--- config.mk ---
export PLATFORM = sky130hd
export DESIGN_NAME = lla_grid_mem
export DESIGN_NICKNAME = d
export VERILOG_FILES = /design/src/rtl/lla_grid_mem.sv
export SDC_FILE = /design/constraint.sdc
export NUM_CORES = 2
export LEC_CHECK = 0
export BUFFER_PORTS_ARGS = -buffer_cell sky130_fd_sc_hd__buf_4
export CORE_UTILIZATION = 28
export DETAILED_ROUTE_END_ITERATION = 10
export PLACE_DENSITY = 0.41
export SKIP_LAST_GASP = 1
export SYNTH_ARGS = -nofsm -noshare
export SYNTH_HDL_FRONTEND = slang
export SYNTH_SLANG_ARGS = --single-unit
export TNS_END_PERCENT = 1
--- constraint.sdc ---
create_clock -name clk -period 7.47 [get_ports clk]
set_clock_uncertainty 0.15 [all_clocks]
set_input_delay 0.747 -clock clk [delete_from_list [all_inputs] [get_ports clk]]
set_output_delay 0.747 -clock clk [all_outputs]
set_load 0.02 [all_outputs]
--- src/rtl/lla_grid_mem.sv ---
module lla_grid_mem #(
  parameter int ROWS = 64,
  parameter int COLS = 64
) (
  input  logic                    clk,
  input  logic                    rst_n,
  input  logic                    wr_en,
  input  logic [$clog2(ROWS)-1:0] wr_addr,
  input  logic [COLS-1:0]         wr_data,
  input  logic                    rd_en,
  input  logic [$clog2(ROWS)-1:0] rd_addr,
  output logic [COLS-1:0]         rd_data
);

  logic [COLS-1:0] mem [ROWS];
  logic [ROWS-1:0] row_vld_r;
  logic [COLS-1:0] rd_word_r;
  logic            rd_vld_r;

  // Grid rows; one write and one read port
  always_ff @(posedge clk) begin
    if (wr_en) begin
      mem[wr_addr] <= wr_data;
    end
    if (rd_en) begin
      rd_word_r <= mem[rd_addr];
    end
  end

  // A row never written since reset reads as all dead
  always_ff @(posedge clk) begin
    if (!rst_n) begin
      row_vld_r <= '0;
      rd_vld_r  <= 1'b0;
    end else begin
      if (wr_en) begin
        row_vld_r[wr_addr] <= 1'b1;
      end
      if (rd_en) begin
        rd_vld_r <= row_vld_r[rd_addr];
      end
    end
  end

  assign rd_data = rd_vld_r ? rd_word_r : '0;

endmodule

# --- Word-level counts from Yosys, hierarchy flattened ---
# Memories as Yosys holds them, arrays and structs flattened. A register that Yosys moved wholly into a read port is not among the register bits.
# Index checks and enable logic that the tools add are counted.
word_totals:
  ramBits: 4096
  register_bits: 65
  mem_count: 1
  input_bits: 80
  word_cells: 15
mem_list:
  columns: ["name", "depth", "word_bits", "read_ports", "rd_clocked_by_memory_dff", "write_ports", "line_no", "rtl"]
  rows:
  - ["mem", 64, 64, 1, 1, 1, "15", "logic [COLS-1:0] mem [ROWS];"]
op_classes:
  reduce_logical: 1
  order_cmp: 3
  bitwise_logic: 1
  n_mux: 7
ops:
  columns: ["op", "count"]
  rows:
  - ["$mux 64", 1]
  - ["$or 64x64->64", 1]
  - ["$lt 6x7->1 const B", 2]
  - ["$bmux 1 s6", 1]
  - ["$demux 1 s6", 1]
  - ["$ge 6x1->1 const B", 1]
  - ["$mux 1", 4]
  - ["$logic_and 1x1->1", 1]

# --- Longest topological paths before layout ---
logic_depth:
  ltp_word: 5
  mapped_depth: 10

# --- Worst setup path after synthesis ---
# No wires, ideal clock.
synth_path:
  path_type: "input to register"
  start: "in wr_en"
  end: "mem mem[40][0], enable pin"
  path_stages: 3
  setup_ns: 0.567
  n_path_buf: 0
  t_arrival_ns: 5.627
  required_time_ns: 6.753
  setup_slack_ns: 1.126
  cell_sequence: "nor2b_1 > nand3_1 > nor3_1"
synth_via:
  elab_chain_len: 2
synth_lines:
  columns: ["element", "line_no", "rtl"]
  rows:
  - ["start, declared", "7", "input logic wr_en,"]
  - ["$mux 1", "22", "if (wr_en) begin"]
  - ["$mux 1 (implied by the code)", "23", "mem[wr_addr] <= wr_data;"]
  - ["end, declared", "15", null]
# No other way between the ends.

# --- Worst setup path in the final report ---
layout_path:
  start: "reg rd_vld_r"
  end: "out rd_data[46]"
layout_via:
  elab_chain_len: 1
layout_lines:
  columns: ["element", "line_no", "rtl"]
  rows:
  - ["start, declared", "18", "logic rd_vld_r;"]
  - ["start signal, assigned", "40", "rd_vld_r <= row_vld_r[rd_addr];"]
  - ["$mux 64", "45", "assign rd_data = rd_vld_r ? rd_word_r : '0;"]
  - ["end, declared", "12", "output logic [COLS-1:0] rd_data"]
# No other way between the ends.

==> tab_implementation.tex <==
\begin{tabular}{lr}
\hline
Metric & Value \\
\hline
\multicolumn{2}{l}{\textbf{Floorplanning}} \\
Die height & 757 um \\
Die W & between 700 and 800 um \\
Floorplan Core Area & between 0.5 and 0.6 mm2 \\
Initial cell density of the core & 28.2\% \\
Number of placement rows & between 200 and 300 \\
Number of top-level pins & 144 \\
Die area & about 0.57 mm2 \\
\multicolumn{2}{l}{\textbf{Routing}} \\
DRT antenna net count & 0 \\
Initial DRT Pass Iterations & 7 \\
Detail-routed net length per standard cell & roughly 36 um \\
First-iteration detailed-routing DRC count & 7877 \\
Ratio of routed vias to standard cells & 5.05 \\
Post-detailed-route DRC marker count & 0 \\
Number of vias in the routed layout & 74200 \\
Post-Route WL & 523 mm \\
\multicolumn{2}{l}{\textbf{Timing}} \\
Unrepaired setup endpoints after global routing & no \\
Final-layout setup total negative slack & 0 ps \\
Crit path time final & 4100 ps \\
Transition time at the pin with the least slew margin & 1270 ps \\
Count of final hold-check violations & 0 \\
\# setup viols final & 0 \\
Highest clock frequency the design can meet & 244 MHz \\
Fraction of the cycle the final worst path needs & between 50\% and 60\% \\
Final Max Tran Viols & 0 \\
Max-slew headroom & 15.4\% \\
\multicolumn{2}{l}{\textbf{Power}} \\
Pwr Density & 274 mW/mm2 \\
Post-layout total power & between 50000 and 60000 uW \\
Worst ir drop on vdd & 0.201 mV \\
Leakage component of the power & 0.0566 uW \\
\multicolumn{2}{l}{\textbf{Yosys}} \\
Most area-hungry cell type in the Yosys netlist & sky130\_fd\_sc\_hd\_\_edfxtp\_1 \\
Synthesis-stage register bit count & 4225 \\
Post-synthesis sequential area ratio & 79.1\% \\
Post-Syn Nets & 6400 \\
Synth top area share & 78.3\% \\
Average cell area after synthesis & 25.2 um2 \\
Post-synthesis cell count & 6320 \\
Largest cells by area after synthesis & sky130\_fd\_sc\_hd\_\_edfxtp\_1 78\%, sky130\_fd\_sc\_hd\_\_mux4\_2 18\%, sky130\_fd\_sc\_hd\_\_dfxtp\_1 0.82\%, sky130\_fd\_sc\_hd\_\_a22oi\_1 0.62\%, sky130\_fd\_sc\_hd\_\_clkbuf\_1 0.44\% \\
Netlist area before placement & 0.160 mm2 \\
Synth cell types & 30 \\
Count of yosys warnings during synthesis & 0 \\
\multicolumn{2}{l}{\textbf{Final layout}} \\
Share of cells above drive strength 1 & 33.1\% \\
Number of filler cells placed in the layout & 52900 \\
Leading cell types in the layout, fill and taps excluded & 4160 x sky130\_fd\_sc\_hd\_\_edfxtp\_1, 1290 x sky130\_fd\_sc\_hd\_\_mux4\_2, 459 x sky130\_fd\_sc\_hd\_\_clkbuf\_16, 296 x sky130\_fd\_sc\_hd\_\_buf\_4, 131 x sky130\_fd\_sc\_hd\_\_a22oi\_1 \\
Signed area change from the synthesized netlist to the final layout & 16.8\% \\
Final cell count without fillers & 14700 \\
Most common cell after layout, fill and taps aside & sky130\_fd\_sc\_hd\_\_edfxtp\_1 \\
Fin nets & just under 7000 \\
\multicolumn{2}{l}{\textbf{Clock network}} \\
Setup fix buffers added after clock tree synthesis & 0 \\
Clock buffer count from CTS & about 460 \\
Number of H-tree branching levels & 5 \\
CTS tree & yes \\
Root buffer selected by CTS & sky130\_fd\_sc\_hd\_\_clkbuf\_16 \\
Worst-path clk slew & 60 ps \\
Number of cells upsized or downsized after cts & 0 \\
Clock sink total & 4225 \\
Clock Latency Late Sink & 1050 ps \\
Maximum root-to-sink buffer count & 4 \\
\multicolumn{2}{l}{\textbf{Setup path}} \\
Critical Path AT & 3200 ps \\
Critical-path top delay cell & sky130\_fd\_sc\_hd\_\_buf\_4 \\
Crit. End Element & primary output \\
Critical path fanouts, max & 42 \\
Critical Path Source Type & flop \\
Cell with the most instances on the worst path & sky130\_fd\_sc\_hd\_\_buf\_4 \\
Reg2reg setup slack & 4990 ps \\
Critical path class & flop to primary output \\
Series of cell instances along the critical path & buf\_4, and2\_1, buf\_4 \\
Critical Path Max Stage Delay & 680 ps \\
Required arrival time at the worst endpoint & approximately 6600 ps \\
\multicolumn{2}{l}{\textbf{GRT}} \\
Total congestion overflow after global routing & 0 \\
First-pass GRT wire length & a little over 700 mm \\
Number of global-route vias before repair & between 70000 and 80000 \\
Largest net degree at the start of global routing & 116 \\
Aggregate global-route resource usage & around 18\% \\
Antenna violations before repair & 68 \\
\multicolumn{2}{l}{\textbf{Run status}} \\
Status & complete, no violations \\
\multicolumn{2}{l}{\textbf{Flow run}} \\
Number of violations of the max-capacitance limit & 0 \\
\multicolumn{2}{l}{\textbf{Placed design}} \\
Final weighted congestion in routability-driven placement & 0.713 \\
Port Buffers & 143 \\
Post-detailed-placement half-perimeter wirelength & 257 mm \\
Cell count after placement & $\sim$14000 \\
\multicolumn{2}{l}{\textbf{Worst hold path}} \\
Type of the most critical hold path & input port to flop \\
\hline
\end{tabular}
## stage by stage
step                      setup WS, ps  hold WS (ps)  area (um2)  utilization, %
after detailed placement          2850           296      171000            30.3
final                             3370          72.9      186000            32.9
after global placement            2850           291      171000            30.3
after CTS                         3280          1.08      186000            32.9
after floorplan                   1130           283      160000               -
after global routing              3200          56.1      186000            32.9
## per-layer routing
layer | up-vias | part of all wire [%] | wire [um] | global-route usage, %
met5 | - | 0.042 | 218 | 0
li1 | 28700 | - | - | -
met1 | 42700 | 43 | 224000 | 24.5
met3 | 590 | 5.3 | 27700 | 2.82
met2 | 2197 | 50 | 262000 | 30.8
met4 | 36 | 1.8 | 9340 | 3.23
## final cells by class
class | count | area, um2 | share of cell area [%]
sequential | 4225 | 126000 | 67.8
multi-input combinational | 1754 | 32400 | 17.4
clock buffer | 544 | 11900 | 6.39
tap | 7506 | 9390 | 5.04
timing repair buffer | 365 | 3530 | 1.89
clock inverter | 293 | 2840 | 1.53
antenna | 10 | 25.0 | 0.0134
## report_power, final
part	switching [uW]	leakage (uW)	total, uW	internal, uW
registers	95.6	0.0380	26300	26200
logic	1340	0.0114	2240	899
clock network	9560	0.00725	22500	12900
## sequential cells by signal (all words and copies together) (netlist names)
signal     flops
rd_word_r     64
rd_vld_r       1
row_vld_r     64
mem         4096
## logic make-up after synthesis
kind of cell | synth area share, %
AND/OR/NAND/NOR | 0.749
multiplexers | 18.2
flip-flops | 79.1
AO/OA/AOI/OAI | 0.989
buffers and inverters | 0.911
## synthesized netlist by cell type, drive strengths merged
master and n:
mux4 1290, nand3 10, nor2b 16, a22oi 131
buf 153, edfxtp 4160, a31oi 1, o21ai 2
o22ai 2, o21a 64, clkbuf 188, mux2 4
nand2b 10, a211oi 2, nand3b 1, nor2 64
and2 65, nor3 4, a41oi 1, dfxtp 65
a2111oi 6, mux2i 2, a311oi 1, or3 1
nand2 72, nand4 3, nor4 2
## repair_timing
item | in CTS | in global routing
hold buffers | 6 | 0
hold endpoints to repair | 140 | 0
setup endpoints to repair | 0 | 0
## worst max-delay path: cells and delay by family, from the launching register on
family        cells  cell delay [ps]
flops             1              550
simple gates      1              630
buf+inv           2              930
## worst paths after layout
path | from | to | cells after the start
worst max register to register | mem[31][40]$_DFFE_PP_ | rd_word_r[40]$_DFFE_PP_ | 4
worst max-delay path | rd_vld_r$_SDFFE_PN0P_ | rd_data[46] | 3
worst min register to register | row_vld_r[34]$_SDFFE_PN0P_ | row_vld_r[34]$_SDFFE_PN0P_ | 1
worst min-delay path | wr_data[43] | mem[29][43]$_DFFE_PP_ | 1
(Power assumes the default switching activity.)
